**config.mk**
```make
export PLATFORM = sky130hd
export DESIGN_NAME = nps_cfg
export DESIGN_NICKNAME = d
export VERILOG_FILES = /design/src/design/nps_pkg.sv /design/src/design/nps_cfg.sv
export SDC_FILE = /design/constraint.sdc
export NUM_CORES = 1
export LEC_CHECK = 0
export BUFFER_PORTS_ARGS = -buffer_cell sky130_fd_sc_hd__buf_2
export CELL_PAD_IN_SITES_DETAIL_PLACEMENT = 0
export CELL_PAD_IN_SITES_GLOBAL_PLACEMENT = 2
export CORE_UTILIZATION = 34
export CTS_CLUSTER_SIZE = 8
export DETAILED_ROUTE_END_ITERATION = 10
export HOLD_SLACK_MARGIN = 0.02
export PLACE_DENSITY_LB_ADDON = 0.1
export SYNTH_ARGS = -nofsm -noshare
export SYNTH_HDL_FRONTEND = slang
export SYNTH_SLANG_ARGS = --single-unit
export TNS_END_PERCENT = 30
```
**constraint.sdc**
```tcl
create_clock -name clk_i -period 2.33 [get_ports clk_i]
set_clock_uncertainty 0.05 [all_clocks]
set_input_delay 0.1165 -clock clk_i [delete_from_list [all_inputs] [get_ports clk_i]]
set_output_delay 0.1165 -clock clk_i [all_outputs]
set_load 0.005 [all_outputs]
```
**src/design/nps_pkg.sv**
```systemverilog
`timescale 1ns / 1ps
// ----------------------------------------------------------------------------
// Nine-point stencil package
// Shared widths, beat types, configuration bundle and register codes for the
// 3x3 stencil block.
// ----------------------------------------------------------------------------
package nps_pkg;

  // Sample and weight formats.
  localparam int SAMPLE_BITS = 16;
  localparam int COEF_BITS   = 16;
  localparam int COEF_FRAC   = 12;
  localparam int PROD_BITS   = SAMPLE_BITS + COEF_BITS;
  localparam int SUM_BITS    = PROD_BITS + 4;

  // Stencil geometry.
  localparam int STENCIL_DIM = 3;
  localparam int NUM_TAPS    = STENCIL_DIM * STENCIL_DIM;
  localparam int MIN_DIM     = 3;

  // Grid limits and register widths.
  localparam int DEFAULT_MAX_WIDTH = 1024;
  localparam int MAX_HEIGHT        = 4096;
  localparam int WIDTH_REG_BITS    = 11;
  localparam int HEIGHT_REG_BITS   = 13;
  localparam int RESET_WIDTH       = 1024;
  localparam int RESET_HEIGHT      = 1024;
  localparam int ROW_BITS          = 12;
  localparam int COL_OUT_BITS      = 10;

  // APB port geometry: 64-bit registers at 8-byte strides.
  localparam int APB_ADDR_BITS = 6;
  localparam int APB_DATA_BITS = 64;
  localparam int REG_SHIFT     = 3;
  localparam int REG_IDX_BITS  = APB_ADDR_BITS - REG_SHIFT;

  typedef enum logic [REG_IDX_BITS-1:0] {
    REG_COEF_LOW    = 3'd0,
    REG_COEF_HIGH   = 3'd1,
    REG_COEF_LAST   = 3'd2,
    REG_GRID_WIDTH  = 3'd3,
    REG_GRID_HEIGHT = 3'd4
  } reg_idx_e;

  typedef struct packed {
    logic signed [SAMPLE_BITS-1:0] sample;
    logic                          frame_start;
  } in_beat_t;

  typedef struct packed {
    logic signed [SAMPLE_BITS-1:0] result_value;
    logic [ROW_BITS-1:0]           result_row;
    logic [COL_OUT_BITS-1:0]       result_col;
    logic                          saturated;
    logic                          last_point;
  } out_beat_t;

  typedef struct packed {
    logic [APB_DATA_BITS-1:0]    coef_low_four;
    logic [APB_DATA_BITS-1:0]    coef_high_four;
    logic signed [COEF_BITS-1:0] coef_last;
    logic [WIDTH_REG_BITS-1:0]   grid_width;
    logic [HEIGHT_REG_BITS-1:0]  grid_height;
  } cfg_t;

  // Position tags that travel with a point down the pipeline.
  typedef struct packed {
    logic [ROW_BITS-1:0]     row;
    logic [COL_OUT_BITS-1:0] col;
    logic                    last;
  } meta_t;

endpackage

```
**src/design/nps_cfg.sv**
```systemverilog
`timescale 1ns / 1ps
// ----------------------------------------------------------------------------
// Stencil configuration registers
// APB-style register file holding the nine weights and the grid geometry.
// ----------------------------------------------------------------------------
module nps_cfg import nps_pkg::*; (
  input  logic                     clk_i,
  input  logic                     rst_ni,
  input  logic                     psel_i,
  input  logic                     penable_i,
  input  logic                     pwrite_i,
  input  logic [APB_ADDR_BITS-1:0] paddr_i,
  input  logic [APB_DATA_BITS-1:0] pwdata_i,
  output logic [APB_DATA_BITS-1:0] prdata_o,
  output cfg_t                     cfg_o
);

  cfg_t     cfg_q;
  logic     wr_en;
  reg_idx_e reg_idx;

  assign wr_en   = psel_i & penable_i & pwrite_i;
  assign reg_idx = reg_idx_e'(paddr_i[APB_ADDR_BITS-1:REG_SHIFT]);

  // Register writes; addresses beyond the list are ignored.
  always_ff @(posedge clk_i or negedge rst_ni) begin
    if (!rst_ni) begin
      cfg_q.coef_low_four  <= '0;
      cfg_q.coef_high_four <= '0;
      cfg_q.coef_last      <= '0;
      cfg_q.grid_width     <= WIDTH_REG_BITS'(RESET_WIDTH);
      cfg_q.grid_height    <= HEIGHT_REG_BITS'(RESET_HEIGHT);
    end else if (wr_en) begin
      case (reg_idx)
        REG_COEF_LOW:    cfg_q.coef_low_four  <= pwdata_i;
        REG_COEF_HIGH:   cfg_q.coef_high_four <= pwdata_i;
        REG_COEF_LAST:   cfg_q.coef_last      <= pwdata_i[COEF_BITS-1:0];
        REG_GRID_WIDTH:  cfg_q.grid_width     <= pwdata_i[WIDTH_REG_BITS-1:0];
        REG_GRID_HEIGHT: cfg_q.grid_height    <= pwdata_i[HEIGHT_REG_BITS-1:0];
        default: ;
      endcase
    end
  end

  // Read back the addressed register.
  always_comb begin
    case (reg_idx)
      REG_COEF_LOW:    prdata_o = cfg_q.coef_low_four;
      REG_COEF_HIGH:   prdata_o = cfg_q.coef_high_four;
      REG_COEF_LAST:   prdata_o = APB_DATA_BITS'(unsigned'(cfg_q.coef_last));
      REG_GRID_WIDTH:  prdata_o = APB_DATA_BITS'(cfg_q.grid_width);
      REG_GRID_HEIGHT: prdata_o = APB_DATA_BITS'(cfg_q.grid_height);
      default:         prdata_o = '0;
    endcase
  end

  assign cfg_o = cfg_q;

endmodule

```
==> impl_metrics.py <==
metrics = {
    "run_status": {
        "status": "finished clean",
    },
    "route": {
        "vias": 5783,
        "ant_nets": 0,
        "first_pass_iters": 4,
        "viasPerCell": 4.97,
        "post_drt_wl_per_cell_um": 19.4,
        "drt-total-wl_mm": 22.6,
        "drcViolationCount": 0,
        "drtIter0Drc": 152,
    },
    "worst_setup_path": {
        "arrival_ps": 1850,
        "criticalPathCategory": "in2out",
        "crit_fanout": 25,
        "reg2reg_slack_ps": 1460,
        "cp-start-kind": "input pin",
        "reg2reg_depth": 1,
        "r2r-start": "cfg_o[47]",
        "cp.required_ps": 2160,
        "cp-end-kind": "primary output",
        "worstReg2RegEnd": "cfg_o[47]",
    },
    "clock_network": {
        "cts_tree": "yes",
        "cts_hold_buf": 65,
        "cts_htree_levels": 4,
        "clock_latency_ps": 420,
        "postCtsSetupBuffers": 0,
        "post_cts_resized": 0,
        "cts.path.max_buffers": 2,
        "clk_pin_slew_ps": 70,
        "cts.sinks": 168,
        "cts_buffers": 17,
        "cts_root_buf": "clkbuf_16",
    },
    "sta": {
        "finalCritPeriodShare": 0.863,
        "fin_tns_setup_ps": 0,
        "setup_ws_ps": 318,
        "timing.fmax_mhz": 497,
        "post-route-min-period_ps": 2010,
        "tightest_slew_ps": 1040,
        "grt_setup_unrepaired": "no",
        "finalHoldViolCount": 0,
        "slew_viol_final": 0,
        "setup_viol": 0,
        "finalHoldWorstSlack_ps": 125,
        "slew_headroom": 0.301,
    },
    "die": {
        "die-area_um2": 22800,
        "start_util": 0.346,
        "row_count": 54,
        "die_w_um": 151,
        "io_pins": 307,
        "die-height_um": 151,
        "core_area_um2": 21800,
    },
    "hold_path": {
        "hold_path.class": "in2async",
    },
    "synth": {
        "yosys_register_bits": 168,
        "ys_types": 31,
        "ys_seq_area_frac": 0.557,
        "syn-num-nets": 577,
        "yosysWarnings": 0,
        "synth_area_um2": 7550,
        "synth.avg_cell_area_um2": 15.0,
        "syn_inst": 502,
    },
    "layout": {
        "largest_register_ffs": 168,
        "area_growth_syn_to_layout_pct": 42.9,
        "final_core_util": 0.495,
        "fin_nets": 945,
        "final_area_um2": 10800,
        "drive_above_1_share": 0.608,
    },
    "power": {
        "max-vdd-ir-drop_uv": 388,
        "p_leak_nw": 5.66,
        "power_density_nw_per_um2": 842,
    },
    "placement": {
        "dp_slack_ps": 276,
        "gp_congestion": 0.786,
        "portBuffers": 303,
        "hpwl_mm": 15.4,
        "placed_area_um2": 9480,
    },
    "run": {
        "max_cap_violations": 0,
    },
    "global_route": {
        "grt_start_max_net_pins": 73,
        "track_usage": 0.198,
        "grt-ovfl-total": 0,
        "antenna_found_initial": 1,
        "grt_first_pass_wirelength_mm": 33.7,
        "grt_pass1_vias": 5879,
    },
}
metal layers:
metal	vias to the layer above	part of all wire	track usage
met1	2947	0.40	0.240
met3	16	0.076	0.0596
met4	0	0.012	0.0575
met2	212	0.51	0.337
li1	2608	-	-
met5	-	0	0
critical path, stage by stage:
cell and delay (ps):
buf_2 240, nand2b_1 190, nor2_4 560, buf_4 410, a22o_1 180, buf_2 110
logic make-up after synthesis:
group	synth area share
mux	0.301
buf+inv	0.0283
flops	0.557
simple gates	0.0210
compound gates	0.0928
synth_stat cells:
master	n	area share
a21oi_1	3	0.0020
a222oi_1	2	0.0027
a22o_1	48	0.056
a22oi_1	10	0.0099
a2bb2oi_1	1	0.0012
a32oi_1	11	0.013
buf_1	1	0.00050
buf_2	18	0.012
buf_4	1	0.00099
buf_6	6	0.0089
clkbuf_1	11	0.0055
clkinv_1	1	0.00050
dfrtp_1	166	0.55
dfstp_2	2	0.0070
mux2_1	6	0.0089
mux2_2	113	0.17
mux2_4	60	0.12
mux2i_1	3	0.0040
nand2_1	5	0.0025
nand2b_1	1	0.00083
nand3_1	2	0.0013
nand4_1	1	0.00083
nand4b_4	1	0.0031
nor2_1	4	0.0020
nor2_2	1	0.00083
nor2b_1	4	0.0033
nor3_1	2	0.0013
nor3b_2	1	0.0017
o21ai_0	13	0.0086
or2_2	3	0.0025
or3_1	1	0.00083
worst max-delay path by stage:
stage / depth (start not counted) / slack (ps) / endpoint / from
floorplan: 4 / 830 / cfg_o[29] / paddr_i[4]
global placement: 5 / 290 / cfg_o[156] / paddr_i[3]
detailed placement: 5 / 280 / cfg_o[156] / paddr_i[3]
CTS: 6 / 300 / prdata_o[42] / paddr_i[3]
global route: 6 / 210 / prdata_o[51] / paddr_i[3]
finish: 6 / 320 / prdata_o[37] / paddr_i[3]
cells in the final DEF, fill, tap and decap left out, drive strengths merged, types with 4 or more instances in the layout:
| cell type | n |
|---|---|
| a22o | 48 |
| a22oi | 10 |
| a32oi | 11 |
| buf | 321 |
| bufinv | 5 |
| clkbuf | 19 |
| dfrtp | 166 |
| dlygate4sd3 | 65 |
| inv | 4 |
| mux2 | 179 |
| nand2 | 5 |
| nor2 | 5 |
| nor2b | 4 |
| o21ai | 13 |
per-stage QoR:
step | power, W | instances
after floorplan | 0.00482 | 502
after global placement | 0.00587 | 1066
after detailed placement | 0.00592 | 1066
after CTS | 0.00920 | 1162
after global routing | 0.00959 | 1163
final | 0.00908 | 1164
power breakdown:
part | total, W | switching, W | internal (W) | leakage [nW]
Sequential | 0.00397 | 0.000479 | 0.00350 | 2.14
Combinational | 0.00196 | 0.000758 | 0.00120 | 3.21
Clock | 0.00315 | 0.00120 | 0.00195 | 0.317
area by class of cell:
cell class                      instances  area (µm²)
Multi-Input combinational cell        296        3160
Clock buffer                           19         443
Tap cell                              280         350
Antenna cell                            2        5.00
Timing Repair Buffer                  386        2410
Inverter                                1        3.75
Fill cell                            1977       11000
Sequential cell                       168        4210
Clock inverter                         12         213
No activity file was read; power rests on OpenSTA's default activity.
