==> config.mk <==
export PLATFORM = sky130hd
export DESIGN_NAME = nps_sum
export DESIGN_NICKNAME = d
export VERILOG_FILES = /design/src/design/nps_pkg.sv /design/src/design/nps_sum.sv
export SDC_FILE = /design/constraint.sdc
export NUM_CORES = 1
export LEC_CHECK = 0
export BUFFER_PORTS_ARGS = -buffer_cell sky130_fd_sc_hd__buf_2
export CORE_MARGIN = 2
export CORE_UTILIZATION = 40
export CTS_CLUSTER_DIAMETER = 40
export CTS_CLUSTER_SIZE = 8
export DETAILED_ROUTE_END_ITERATION = 16
export PLACE_DENSITY = 0.59
export SYNTH_ARGS = -nofsm -noshare
export SYNTH_HDL_FRONTEND = slang
export SYNTH_SLANG_ARGS = --single-unit
==> constraint.sdc <==
create_clock -name clk_i -period 5.8 [get_ports clk_i]
set_input_delay 1.16 -clock clk_i [delete_from_list [all_inputs] [get_ports clk_i]]
set_output_delay 1.16 -clock clk_i [all_outputs]
set_load 0.005 [all_outputs]
==> src/design/nps_pkg.sv <==
`timescale 1ns / 1ps
// ----------------------------------------------------------------------------
// Nine-point stencil package
// Shared widths, beat types, configuration bundle and register codes for the
// 3x3 stencil block.
// ----------------------------------------------------------------------------
package nps_pkg;

  // Sample and weight formats.
  localparam int SAMPLE_BITS = 16;
  localparam int COEF_BITS   = 16;
  localparam int COEF_FRAC   = 12;
  localparam int PROD_BITS   = SAMPLE_BITS + COEF_BITS;
  localparam int SUM_BITS    = PROD_BITS + 4;

  // Stencil geometry.
  localparam int STENCIL_DIM = 3;
  localparam int NUM_TAPS    = STENCIL_DIM * STENCIL_DIM;
  localparam int MIN_DIM     = 3;

  // Grid limits and register widths.
  localparam int DEFAULT_MAX_WIDTH = 1024;
  localparam int MAX_HEIGHT        = 4096;
  localparam int WIDTH_REG_BITS    = 11;
  localparam int HEIGHT_REG_BITS   = 13;
  localparam int RESET_WIDTH       = 1024;
  localparam int RESET_HEIGHT      = 1024;
  localparam int ROW_BITS          = 12;
  localparam int COL_OUT_BITS      = 10;

  // APB port geometry: 64-bit registers at 8-byte strides.
  localparam int APB_ADDR_BITS = 6;
  localparam int APB_DATA_BITS = 64;
  localparam int REG_SHIFT     = 3;
  localparam int REG_IDX_BITS  = APB_ADDR_BITS - REG_SHIFT;

  typedef enum logic [REG_IDX_BITS-1:0] {
    REG_COEF_LOW    = 3'd0,
    REG_COEF_HIGH   = 3'd1,
    REG_COEF_LAST   = 3'd2,
    REG_GRID_WIDTH  = 3'd3,
    REG_GRID_HEIGHT = 3'd4
  } reg_idx_e;

  typedef struct packed {
    logic signed [SAMPLE_BITS-1:0] sample;
    logic                          frame_start;
  } in_beat_t;

  typedef struct packed {
    logic signed [SAMPLE_BITS-1:0] result_value;
    logic [ROW_BITS-1:0]           result_row;
    logic [COL_OUT_BITS-1:0]       result_col;
    logic                          saturated;
    logic                          last_point;
  } out_beat_t;

  typedef struct packed {
    logic [APB_DATA_BITS-1:0]    coef_low_four;
    logic [APB_DATA_BITS-1:0]    coef_high_four;
    logic signed [COEF_BITS-1:0] coef_last;
    logic [WIDTH_REG_BITS-1:0]   grid_width;
    logic [HEIGHT_REG_BITS-1:0]  grid_height;
  } cfg_t;

  // Position tags that travel with a point down the pipeline.
  typedef struct packed {
    logic [ROW_BITS-1:0]     row;
    logic [COL_OUT_BITS-1:0] col;
    logic                    last;
  } meta_t;

endpackage

==> src/design/nps_sum.sv <==
`timescale 1ns / 1ps
// ----------------------------------------------------------------------------
// Stencil sum
// Two-stage adder tree over the nine weighted taps, followed by rounding
// to the sample format and saturation.
// ----------------------------------------------------------------------------
module nps_sum import nps_pkg::*; (
  input  logic                          clk_i,
  input  logic                          en_i,
  input  logic signed [PROD_BITS-1:0]   prod_i [NUM_TAPS],
  output logic signed [SAMPLE_BITS-1:0] value_o,
  output logic                          sat_o
);

  localparam int RowBits = PROD_BITS + 2;
  localparam logic signed [SUM_BITS-1:0] RoundC = SUM_BITS'(2 ** (COEF_FRAC - 1));
  localparam logic signed [SUM_BITS-1:0] SatHi  =
    SUM_BITS'({1'b0, {(SAMPLE_BITS - 1){1'b1}}});
  localparam logic signed [SUM_BITS-1:0] SatLo  = ~SatHi;

  logic signed [RowBits-1:0]     row_sum_d [STENCIL_DIM];
  logic signed [RowBits-1:0]     row_sum_q [STENCIL_DIM];
  logic signed [SUM_BITS-1:0]    total, shifted;
  logic signed [SAMPLE_BITS-1:0] value_d, value_q;
  logic                          sat_d, sat_q;

  // First stage: one sum per window row.
  always_comb begin
    for (int i = 0; i < STENCIL_DIM; i++) begin
      row_sum_d[i] = RowBits'(prod_i[STENCIL_DIM*i])
                   + RowBits'(prod_i[STENCIL_DIM*i + 1])
                   + RowBits'(prod_i[STENCIL_DIM*i + 2]);
    end
  end

  always_ff @(posedge clk_i) begin
    if (en_i) begin
      row_sum_q <= row_sum_d;
    end
  end

  // Second stage: total, round half up, then clip to the sample range.
  always_comb begin
    total   = SUM_BITS'(row_sum_q[0]) + SUM_BITS'(row_sum_q[1])
            + SUM_BITS'(row_sum_q[2]) + RoundC;
    shifted = total >>> COEF_FRAC;
    if (shifted > SatHi) begin
      value_d = SatHi[SAMPLE_BITS-1:0];
      sat_d   = 1'b1;
    end else if (shifted < SatLo) begin
      value_d = SatLo[SAMPLE_BITS-1:0];
      sat_d   = 1'b1;
    end else begin
      value_d = shifted[SAMPLE_BITS-1:0];
      sat_d   = 1'b0;
    end
  end

  always_ff @(posedge clk_i) begin
    if (en_i) begin
      value_q <= value_d;
      sat_q   <= sat_d;
    end
  end

  assign value_o = value_q;
  assign sat_o   = sat_q;

endmodule

==> impl_metrics.csv <==
group,metric,value,unit
setup_path,cp-start-kind,"flip-flop",
cts,clk_latency,0.42,ns
setup_path,timing.critical_path.max_delay_family,"compound AO/OA/AOI/OAI gates",
cells_and_area,layout.nets,2198,
setup_path,critPathSlowestCell,"nor4b_4",
synth,ys.flop_type,"edfxtp_1",
setup_path,path_buf_inv,2,
setup_path,worstReg2RegStart,"row_sum_q[8]",
sta,fin_crit_sh,0.846,
floorplanning,row_count,66,
cells_and_area,post-route-util,0.490,
power,p_leak,7.56,nW
synth,syn_area_per_cell,10.3,µm²
setup_path,cp-end-kind,"flip-flop",
global_route,grt_pass1_wl,53700,µm
routing,wl_met1,16200,µm
cts,cts_resized,0,
sta,fin_setup_tns,0,ns
sta,clock_skew,0.00986,ns
routing,ant_nets,0,
setup_path,cp.depth,15,
floorplanning,die_w,187,µm
cts,numClockSinks,119,
synth,synth.distinct_cells,69,
floorplanning,ioPinCount,307,
sta,setup_violations,0,
routing,wl,32200,µm
synth,yosysSeqAreaShare,0.267,
setup_path,crit_type,"flip-flop to flip-flop",
setup_path,r2r_cells,15,
sta,period_needed,4.91,ns
routing,top_layer_used,"met4",
setup_path,cp_max_fo,16,
routing,firstDrtPassIters,5,
setup_path,cp.arrival,5.09,ns
cts,root_buffer,"clkbuf_16",
power,p_per_area,533,mW/mm²
min_path,hp-class,"input port to flip-flop",
floorplanning,design.die.area,0.0349,mm²
routing,wl_met3,1520,µm
floorplanning,dieHeight,187,µm
setup_path,crit_end,"sat_o",
global_route,grt_pass1_vias,10737,
synth,ys_ff_latch,119,
synth,synth_edf_count,119,
job,drv_cap,0,
sta,max-slew-margin-rel,0.440,
cts,cts_hold_buf,0,
routing,met2_length,14100,µm
sta,timing.fmax,204,MHz
routing,viasPerCell,5.11,
sta,rsz0062_at_grt,"no",
cts,htreeDepth,4,
placement,port_buffers,306,
floorplanning,start_util,0.408,
routing,num_vias,10580,
synth,netlist_area,0.0134,mm²
routing,drc,0,
cells_and_area,area_growth,20.1,%
sta,tightest_slew,0.836,ns
placement,gp_congestion,0.905,
setup_path,rrSetupSlack,0.89,ns
power,ir_worst_vdd,358,µV
cells_and_area,drive_gt1_frac,0.220,
synth,synth.net_count,1881,
setup_path,slowest_delay,0.78,ns
synth,ys_warn_count,0,
synth,async_flop_share,0,
setup_path,cp.required,5.98,ns
placement,hpwl,27500,µm
routing,first_iter_violations,642,
synth,synthCells,1297,
setup_path,worstReg2RegEnd,"sat_o",
cts,cts_buffer_depth,2,
sta,finalHoldViolations,0,
global_route,globalRouteOverflowTotal,0,
global_route,grt_max_degree,64,
global_route,antenna_found_initial,3,
status,outcome,"finished clean",
cts,cts_setup_buffers,0,
floorplanning,coreArea,0.0328,mm²
global_route,grt_usage,0.191,
routing,wl_per_cell,15.6,µm
sta,report.final.slew_viol_count,0,
cts,cts_buffers,17,
setup_path,crit_path_cell_trace,"inv_1 -> fa_1 -> inv_1 -> ha_1 -> ha_1 -> a21o_1 -> a221o_1 -> a221oi_2 -> o21ai_2 -> a31oi_1 -> nor2_1 -> a211o_1 -> nor4b_4 -> nand3_1 -> a21bo_1",
cts,cts_tree,"built",
setup_path,crit_start,"row_sum_q[8]",
cts,path_clk_slew,0.06,ns
[metal layers]
metal	global-route usage	up-vias
met5	0	-
met4	0.0488	0
met3	0.0268	30
met2	0.292	280
met1	0.283	4995
li1	-	5275
[flip-flops by register name (all words and copies together), names as in the netlist]
name,cells
value_o,16
row_sum_q,102
sat_o,1
[power by group]
part | total [mW] | switching [mW] | internal, mW
sequential | 1.53 | 0.108 | 1.42
combinational | 5.91 | 3.50 | 2.41
clock | 1.12 | 0.408 | 0.714
[how the worst min path moves through the flow]
stage | from | to | cells past startpoint
floorplan | row_sum_q[79] | value_o[0] | 5
global placement | row_sum_q[79] | value_o[0] | 5
detailed placement | row_sum_q[79] | value_o[0] | 5
CTS | prod_i[257] | row_sum_q[69] | 3
global route | prod_i[257] | row_sum_q[69] | 3
finish | prod_i[257] | row_sum_q[69] | 3
[cell type report]
type	instances	area [µm²]
antenna	3	7.51
sequential	119	3570
clock inverter	13	180
fill	3108	16700
tap	442	553
multi-input combinational	994	9120
timing repair buffer	310	1560
clock buffer	18	429
inverter	172	646
[stage by stage]
step                      instance area [µm²]  setup WS (ns)  hold slack (ns)  total power, mW  std cells
after floorplan                         13400           1.27             1.06             5.94       1297
after detailed placement                15400          0.787             1.23             7.40       2037
after global placement                  15400          0.839             1.25             7.34       2037
final                                   16100          0.891             1.19             8.57       2071
after CTS                               16100          0.775             1.18             8.58       2068
after global routing                    16100          0.501             1.19             9.47       2069
[worst reg2reg max path: stages, from the launching register on]
cell and delay (ns):
edfxtp_1 0.32, inv_1 0.05, fa_1 0.52, inv_1 0.04
ha_1 0.29, ha_1 0.31, a21o_1 0.18, a221o_1 0.37
a221oi_2 0.38, o21ai_2 0.14, a31oi_1 0.44, nor2_1 0.11
a211o_1 0.35, nor4b_4 0.78, nand3_1 0.16, a21bo_1 0.22
[synthesized netlist by cell type, drive strengths merged (20+ instances only)]
library cell	count	area [µm²]
a21o	46	345
o21ai	51	263
edfxtp	119	3570
xor2	25	219
ha	162	2030
nor3	26	130
nand2	47	176
inv	172	646
xnor2	68	596
fa	132	2640
nor2b	27	169
a21oi	82	410
nor2	72	270
o21a	20	150
nand4	23	144
nand3	51	255
[layout by cell type (no fill, tap or decap), types with 5 or more instances in the layout]
master / count
inv_1: 172
nor2b_1: 27
and2_1: 5
o211ai_1: 9
and4_1: 8
o21bai_1: 9
nand4_1: 23
o21ai_0: 49
fa_1: 132
nor3_1: 26
or3_1: 7
nand3_1: 51
ha_1: 162
and3_1: 11
xor2_1: 25
nor2_1: 72
buf_4: 5
edfxtp_1: 119
a21oi_1: 82
buf_2: 305
a21o_1: 46
a31oi_1: 10
xnor2_1: 67
o31ai_1: 5
o21a_1: 20
nand2_1: 47
clkbuf_16: 17
a211oi_1: 6
nand2b_1: 11
a211o_1: 7
[cells by family after synthesis]
group / after synthesis / share of synthesized area
buffers and inverters: 184 / 0.0522
adders and majority gates: 294 / 0.349
xor gates and xnor gates: 93 / 0.0608
AOI/OAI and AO/OA: 292 / 0.147
DFF: 119 / 0.267
and+or+nand+nor: 312 / 0.122
muxes: 3 / 0.00234
No activity file was read; power rests on OpenSTA's default activity.
