File: src/design/nps_pkg.sv
`timescale 1ns / 1ps
// ----------------------------------------------------------------------------
// Nine-point stencil package
// Shared widths, beat types, configuration bundle and register codes for the
// 3x3 stencil block.
// ----------------------------------------------------------------------------
package nps_pkg;

  // Sample and weight formats.
  localparam int SAMPLE_BITS = 16;
  localparam int COEF_BITS   = 16;
  localparam int COEF_FRAC   = 12;
  localparam int PROD_BITS   = SAMPLE_BITS + COEF_BITS;
  localparam int SUM_BITS    = PROD_BITS + 4;

  // Stencil geometry.
  localparam int STENCIL_DIM = 3;
  localparam int NUM_TAPS    = STENCIL_DIM * STENCIL_DIM;
  localparam int MIN_DIM     = 3;

  // Grid limits and register widths.
  localparam int DEFAULT_MAX_WIDTH = 1024;
  localparam int MAX_HEIGHT        = 4096;
  localparam int WIDTH_REG_BITS    = 11;
  localparam int HEIGHT_REG_BITS   = 13;
  localparam int RESET_WIDTH       = 1024;
  localparam int RESET_HEIGHT      = 1024;
  localparam int ROW_BITS          = 12;
  localparam int COL_OUT_BITS      = 10;

  // APB port geometry: 64-bit registers at 8-byte strides.
  localparam int APB_ADDR_BITS = 6;
  localparam int APB_DATA_BITS = 64;
  localparam int REG_SHIFT     = 3;
  localparam int REG_IDX_BITS  = APB_ADDR_BITS - REG_SHIFT;

  typedef enum logic [REG_IDX_BITS-1:0] {
    REG_COEF_LOW    = 3'd0,
    REG_COEF_HIGH   = 3'd1,
    REG_COEF_LAST   = 3'd2,
    REG_GRID_WIDTH  = 3'd3,
    REG_GRID_HEIGHT = 3'd4
  } reg_idx_e;

  typedef struct packed {
    logic signed [SAMPLE_BITS-1:0] sample;
    logic                          frame_start;
  } in_beat_t;

  typedef struct packed {
    logic signed [SAMPLE_BITS-1:0] result_value;
    logic [ROW_BITS-1:0]           result_row;
    logic [COL_OUT_BITS-1:0]       result_col;
    logic                          saturated;
    logic                          last_point;
  } out_beat_t;

  typedef struct packed {
    logic [APB_DATA_BITS-1:0]    coef_low_four;
    logic [APB_DATA_BITS-1:0]    coef_high_four;
    logic signed [COEF_BITS-1:0] coef_last;
    logic [WIDTH_REG_BITS-1:0]   grid_width;
    logic [HEIGHT_REG_BITS-1:0]  grid_height;
  } cfg_t;

  // Position tags that travel with a point down the pipeline.
  typedef struct packed {
    logic [ROW_BITS-1:0]     row;
    logic [COL_OUT_BITS-1:0] col;
    logic                    last;
  } meta_t;

endpackage

File: src/design/nps_cell.sv
`timescale 1ns / 1ps
// ----------------------------------------------------------------------------
// Stencil window cell
// Holds one window sample, hands it to its left neighbor on each shift and
// registers the sample times its weight.
// ----------------------------------------------------------------------------
module nps_cell import nps_pkg::*; (
  input  logic                          clk_i,
  input  logic                          rst_ni,
  input  logic                          shift_i,
  input  logic                          en_i,
  input  logic signed [SAMPLE_BITS-1:0] data_i,
  input  logic signed [COEF_BITS-1:0]   weight_i,
  output logic signed [SAMPLE_BITS-1:0] data_o,
  output logic signed [PROD_BITS-1:0]   prod_o
);

  logic signed [SAMPLE_BITS-1:0] tap_q;
  logic signed [PROD_BITS-1:0]   prod_d, prod_q;

  // Window tap, moves one column per accepted sample.
  always_ff @(posedge clk_i or negedge rst_ni) begin
    if (!rst_ni) begin
      tap_q <= '0;
    end else if (shift_i) begin
      tap_q <= data_i;
    end
  end

  // Weighted tap, registered before the adder tree.
  assign prod_d = PROD_BITS'(tap_q) * PROD_BITS'(weight_i);

  always_ff @(posedge clk_i) begin
    if (en_i) begin
      prod_q <= prod_d;
    end
  end

  assign data_o = tap_q;
  assign prod_o = prod_q;

endmodule

File: config.mk
export PLATFORM = sky130hd
export DESIGN_NAME = nps_cell
export DESIGN_NICKNAME = d
export VERILOG_FILES = /design/src/design/nps_pkg.sv /design/src/design/nps_cell.sv
export SDC_FILE = /design/constraint.sdc
export NUM_CORES = 1
export LEC_CHECK = 0
export BUFFER_PORTS_ARGS = -buffer_cell sky130_fd_sc_hd__buf_2
export CORE_MARGIN = 4
export CORE_UTILIZATION = 35
export DETAILED_ROUTE_END_ITERATION = 7
export GPL_TIMING_DRIVEN = 1
export PLACE_DENSITY_LB_ADDON = 0.3
export REMOVE_ABC_BUFFERS = 1
export SYNTH_ARGS = -nofsm -noshare
export SYNTH_HDL_FRONTEND = slang
export SYNTH_SLANG_ARGS = --single-unit
export TNS_END_PERCENT = 1
File: constraint.sdc
create_clock -name clk_i -period 8.2 [get_ports clk_i]
set_input_delay 2.46 -clock clk_i [delete_from_list [all_inputs] [get_ports clk_i]]
set_output_delay 2.46 -clock clk_i [all_outputs]
set_load 0.05 [all_outputs]
==> run_results.csv, run 1 <==
group,metric,value,unit
yosys,yosys_most_used_dff,"edfxtp_1",
yosys,ys_top_cells_by_count,"inv_1, fa_1, nand2_1",
sta,tightestPinTransition,1.00,ns
clock_network,cts_tree,"built",
sta,fin_crit_sh,0.980,
yosys,synth-xor-area-share,0.0262,
clock_network,cts_root_buffer,"clkbuf_16",
placed_design,place_congestion,0.833,
placed_design,post-dp-hpwl,23400,µm
sta,whs,1.06,ns
sta,relSlewSlack,0.332,
sta,slew_viol_final,0,
clock_network,ctsHoldBuffers,0,
floorplanning,coreArea,31800,µm²
yosys,synth_area_leader_cell,"fa_1",
yosys,synthAdderAreaFrac,0.552,
cells_and_area,fillers,3151,
sta,fin_worst_skew,0.00634,ns
clock_network,cts_buffers,5,
hold_path,hold_path.class,"flop to flop",
yosys,synth_area_per_cell,9.94,µm²
cells_and_area,multi_input_area,8820,µm²
sta,fmaxAchievable,0.124,GHz
cells_and_area,num-nets-final,1624,
flow_run,drv_cap,0,
floorplanning,fp-row-count,65,
global_routing,grt_max_degree,33,
clock_network,clockBufferDepth,2,
floorplanning,die_y,188,µm
yosys,ys_warn_count,0,
yosys,synthTopCellsByArea,"fa_1, inv_1, ha_1",
clock_network,clk_pin_slew_worst_paths,0.07,ns
floorplanning,die_x,188,µm
sta,setup_tns,0,ns
placed_design,port_buffers,83,
cells_and_area,instances_no_fill,1680,
clock_network,insertion_delay,0.30,ns
yosys,ys_seq_elements,48,
cells_and_area,syn_to_final_growth,12.6,%
clock_network,cts_sinks,48,
drt,routed_wl,28000,µm
yosys,synthMuxAreaShare,0.0159,
yosys,synth_cell_types,45,
clock_network,htreeDepth,2,
floorplanning,die_area,35400,µm²
drt,vias,7950,
yosys,synth_top_family_by_area,"adder cells",
drt,drt_first_pass_iters,5,
global_routing,antenna_found_initial,0,
placed_design,dpl.cell_count,1672,
drt,wl_per_cell,16.7,µm
cells_and_area,ff_latch_area,1360,µm²
placed_design,postPlaceCellArea,12600,µm²
clock_network,post_cts_buffers,0,
yosys,synth_top_area_frac,0.462,
outcome,status,"finished clean",
global_routing,grt_first_pass_wirelength,46300,µm
yosys,netlist_area,11400,µm²
yosys,yosys.area_share.simple,0.130,
yosys,yosysMostFrequentCell,"inv_1",
cells_and_area,final_area,12800,µm²
critical_path,r2r_slack,1.57,ns
critical_path,cp-start-kind,"input pin",
sta,grt_setup_unrepaired,"true",
sta,setup_violations,0,
drt,drc,0,
critical_path,cp_max_fo,6,
drt,viasPerCell,4.73,
global_routing,overflow,0,
yosys,async_reset_ff_frac,0.333,
sta,hold_viol,0,
yosys,synth_compound_area_frac,0.0489,
sta,fin_crit,8.04,ns
critical_path,endpoint_kind,"flop",
cells_and_area,n_antenna_cell,0,
global_routing,grt.total_usage,0.164,
floorplanning,initial_core_util,0.357,
yosys,synth_edf_count,32,
critical_path,cp.required,8.25,ns
floorplanning,top_level_ports,84,
yosys,synth_seq_area_share,0.120,
drt,drt-initial-drc-count,382,
clock_network,post_cts_resized,0,
critical_path,worstPathArrival,8.09,ns
cells_and_area,final_layout_size_suffix_gt1_frac,0.134,
yosys,synthCells,1143,
critical_path,path_class,"input pin to flop",
global_routing,grt_pass1_vias,8692,
drt,ant_nets,0,
## critical path, stage by stage
cell and delay, ns:
buf_2 0.23, buf_4 0.19, nand2_1 0.08, fa_1 0.51, fa_1 0.44, fa_1 0.54
fa_1 0.55, inv_1 0.05, fa_1 0.50, fa_1 0.45, ha_1 0.37, and4_1 0.28
a31oi_4 0.18, nand3_2 0.13, a2111oi_4 0.44, nor2b_2 0.11, a41oi_4 0.31, o21ai_1 0.11
xnor2_1 0.14
## routing by layer
metal / wire length (µm) / GRT usage / share of wire
met1: 12500 / 0.231 / 0.45
met2: 13500 / 0.273 / 0.48
met3: 1490 / 0.0233 / 0.053
met4: 518 / 0.0339 / 0.019
met5: 0 / 0 / 0
## kinds of logic (layout without fill, tap and decap cells)
| family | after synthesis | after routing |
|---|---|---|
| xor+xnor | 34 | 34 |
| simple gates | 298 | 298 |
| flops | 48 | 48 |
| mux | 16 | 16 |
| fa+ha+maj | 344 | 344 |
| compound gates | 79 | 79 |
| buf+inv | 324 | 426 |
## layout by cell type, fill, tap and decap left out, types with 6 or more instances in the layout
cell	n
a21o_1	10
a21oi_1	24
and2_1	122
buf_2	80
buf_4	42
dfrtp_1	16
edfxtp_1	32
fa_1	262
ha_1	82
inv_1	290
mux2_2	16
nand2_1	131
nor2_1	25
o21ai_0	11
xnor2_1	27
xor2_1	6
## sequential cells by signal (all words and copies together) (netlist names)
register,cells
prod_o,32
data_o,16
## final timing paths
| path | startpoint | end | cells after the start |
|---|---|---|---|
| worst max-delay path | weight_i[4] | prod_o[29] | 19 |
| worst min-delay path | data_o[15] | data_o[15] | 1 |
| worst max register to register | data_o[8] | prod_o[29] | 17 |
| worst min register to register | data_o[15] | data_o[15] | 1 |
| max in group asynchronous | rst_ni | data_o[15] | 1 |
| min in group asynchronous | rst_ni | data_o[3] | 1 |
## cell type report
type	count	area share
Inverter	290	0.0851
Clock buffer	5	0.00978
Tap cell	435	0.0426
Sequential cell	48	0.106
Multi-Input combinational cell	771	0.690
Clock inverter	3	0.00372
Timing Repair Buffer	128	0.0624
## per-stage QoR
step	setup WS, ns	utilization
detailed placement	-0.117	0.395
finish	0.164	0.402
global route	-0.0128	0.402
global placement	-0.0548	0.395
floorplan	0.205	-
CTS	0.169	0.401
Power of run 1 is not shown: default switching activity piles up to over one toggle a cycle in this logic, so the estimate is an artifact.
==> run 2: changes to the inputs <==
--- a/config.mk
+++ b/config.mk
@@ -5,6 +5,7 @@
 export SDC_FILE = /design/constraint.sdc
 export NUM_CORES = 1
 export LEC_CHECK = 0
+export ABC_AREA = 1
 export BUFFER_PORTS_ARGS = -buffer_cell sky130_fd_sc_hd__buf_2
 export CORE_MARGIN = 4
 export CORE_UTILIZATION = 35
==> run 2 against run 1 <==
Core utilization shrank 2.0 points. Non-clock buffer count shrank 42. Cell area is 4.1% higher. Final cell count increased by 21%. Via count grew 18%. Setup slack improved by 0.30 ns. First-iteration DRC count is 35% higher. Synthesized area grew 9.3%. Worst hold slack got worse by 0.12 ns. Fmax increased by 3.8%. Critical path depth grew 2. Clock skew increased by 0.0035 ns. Critical endpoint is now prod_o[31].
==> run_results.csv, run 2 <==
group,metric,value,unit
drt,drt-initial-drc-count,517,
global_routing,grt_first_pass_wirelength,52600,µm
yosys,synth_top_area_frac,0.422,
global_routing,grtUsageMet1,0.217,
yosys,async_reset_ff_frac,0.333,
yosys,ys_seq_elements,48,
yosys,synth_area_leader_cell,"fa_1",
sta,fin_crit,7.74,ns
critical_path,cp-startpoint,"weight_i[1]",
critical_path,path_class,"input pin to flop",
global_routing,grtUsageMet2,0.308,
sta,setup_violations,0,
sta,grt_setup_unrepaired,"false",
cells_and_area,syn_to_final_growth,7.24,%
global_routing,grt_pass1_vias,10400,
cells_and_area,final_common_cell,"inv_1",
cells_and_area,final_util,0.383,
clock_network,cts_root_buffer,"clkbuf_16",
drt,drc,0,
outcome,status,"finished clean",
global_routing,antenna_found_initial,0,
global_routing,overflow,0,
clock_network,clk_pin_slew_worst_paths,0.08,ns
critical_path,endpoint_kind,"flop",
hold_path,hold_path.class,"flop to flop",
drt,viasPerCell,4.61,
placed_design,place_congestion,0.882,
critical_path,worstPathArrival,7.82,ns
yosys,synth_area_per_cell,8.04,µm²
clock_network,htreeDepth,2,
critical_path,cp_slowest_cell,"fa_1",
critical_path,reg2reg_depth,20,
yosys,synthCells,1544,
yosys,yosys_most_used_dff,"edfxtp_1",
yosys,ys_warn_count,0,
sta,fin_crit_sh,0.944,
sta,relSlewSlack,0.360,
drt,vias,9343,
sta,slew_viol_final,0,
clock_network,post_cts_buffers,0,
drt,wl_per_cell,15.2,µm
yosys,ys_top_cells_by_count,"inv_1, nand2_1, fa_1",
global_routing,grtUsageMet3,0.0144,
yosys,synthTopCellsByArea,"fa_1, inv_1, nand2_1",
floorplanning,top_level_ports,84,
cells_and_area,fillers,3568,
critical_path,cp.required,8.28,ns
clock_network,cts_sinks,48,
cells_and_area,final_layout_size_suffix_gt1_frac,0.0891,
global_routing,grt.total_usage,0.171,
critical_path,cp-start-kind,"input pin",
clock_network,insertion_delay,0.32,ns
floorplanning,coreArea,34800,µm²
critical_path,timing.rr.end,"prod_o[31]",
hold_path,hold_start,"data_o[0]",
critical_path,path_common_cell,"fa_1",
drt,ant_nets,0,
cells_and_area,n_antenna_cell,0,
critical_path,crit_family,"adder cells",
floorplanning,fp-row-count,68,
critical_path,r2r_slack,1.99,ns
drt,routed_wl,30800,µm
critical_path,max_stage_delay,0.85,ns
critical_path,r2r_start,"data_o[15]",
floorplanning,die_x,196,µm
yosys,synth_cell_types,30,
critical_path,cp_max_fo,16,
critical_path,cp_cell_sequence,"buf_2, nand2_1, inv_1, fa_1, fa_1, inv_1, fa_1, fa_1, fa_1, fa_1, inv_1, ha_1, nand2_1, nor2_1, nand3_1, nor3_1, nand2_1, inv_1, nor2_1, nand2_1, nand2_1",
placed_design,post-dp-hpwl,25600,µm
floorplanning,initial_core_util,0.357,
global_routing,top_usage_layer,"met2",
cells_and_area,mostFrequentLayoutCells,"inv_1, nand2_1, fa_1",
critical_path,critical_path_buf_inv_count,5,
drt,drt_first_pass_iters,5,
sta,hold_viol,0,
cells_and_area,largest_reg_flops,32,
yosys,yosysMostFrequentCell,"inv_1",
critical_path,worst-path-stages,21,
critical_path,endpoint,"prod_o[31]",
floorplanning,die_y,196,µm
yosys,synth_edf_count,32,
sta,fmaxAchievable,0.129,GHz
clock_network,cts_tree,"built",
floorplanning,die_area,38600,µm²
sta,setup_tns,0,ns
sta,tightestPinTransition,0.960,ns
clock_network,cts_buffers,5,
placed_design,port_buffers,83,
yosys,netlist_area,12400,µm²
clock_network,clockBufferDepth,2,
clock_network,ctsHoldBuffers,0,
sta,fin_worst_skew,0.00983,ns
global_routing,grt_max_degree,33,
cells_and_area,num-nets-final,1952,
clock_network,post_cts_resized,0,
yosys,synth_seq_area_share,0.110,
flow_run,drv_cap,0,
run 2: metrics by stage:
step | cells | hold WS (ns) | worst slack, ns | area, µm²
3_5_place_dp | 2020 | 0.934 | 0.181 | 13200
4_1_cts | 2027 | 0.948 | 0.494 | 13300
6_report | 2027 | 0.945 | 0.459 | 13300
5_1_grt | 2027 | 1.03 | 0.0954 | 13300
3_3_place_gp | 2020 | 0.935 | 0.221 | 13200
2_1_floorplan | 1479 | 0.937 | 0.818 | 12200
run 2: layout make-up:
| class | count | area, µm² | area share |
|---|---|---|---|
| multi-input cells | 950 | 9000 | 0.676 |
| clock buffers | 5 | 125 | 0.00940 |
| flip-flops and latches | 48 | 1360 | 0.102 |
| well taps | 455 | 569 | 0.0428 |
| repair buffers | 86 | 438 | 0.0329 |
| inverters | 481 | 1810 | 0.136 |
| clock inverters | 2 | 12.5 | 0.000940 |
run 2: worst min path at each step:
stage | to | depth (start not counted)
final | data_o[0] | 2
after global routing | data_o[12] | 2
after CTS | data_o[0] | 2
after detailed placement | data_o[0] | 2
after global placement | data_o[12] | 2
after floorplan | data_o[12] | 2
run 2: worst reg2reg max path, delay by kind of cell, from the launching register on:
kind | cells | cell delay [ns]
simple gates | 9 | 1.09
buf+inv | 4 | 0.34
flops | 1 | 0.84
fa+ha+maj | 7 | 3.69
run 2: cell families after synthesis:
logic type                 count (synthesis)  share of synthesized area
muxes                                     13                     0.0118
and+or+nand+nor                          535                      0.177
adders and majority gates                344                      0.505
AOI/OAI and AO/OA                         38                     0.0173
xor gates and xnor gates                  20                     0.0141
buffers and inverters                    546                      0.165
DFF                                       48                      0.110
run 2: routing by layer:
metal | part of all wire | routed length (µm) | vias to the layer above
met5 | 0 | 0 | -
met4 | 0.027 | 840 | 0
met3 | 0.041 | 1250 | 46
met2 | 0.52 | 15900 | 209
met1 | 0.42 | 12800 | 4693
li1 | - | - | 4395
Power of run 2 is left out for the same reason.
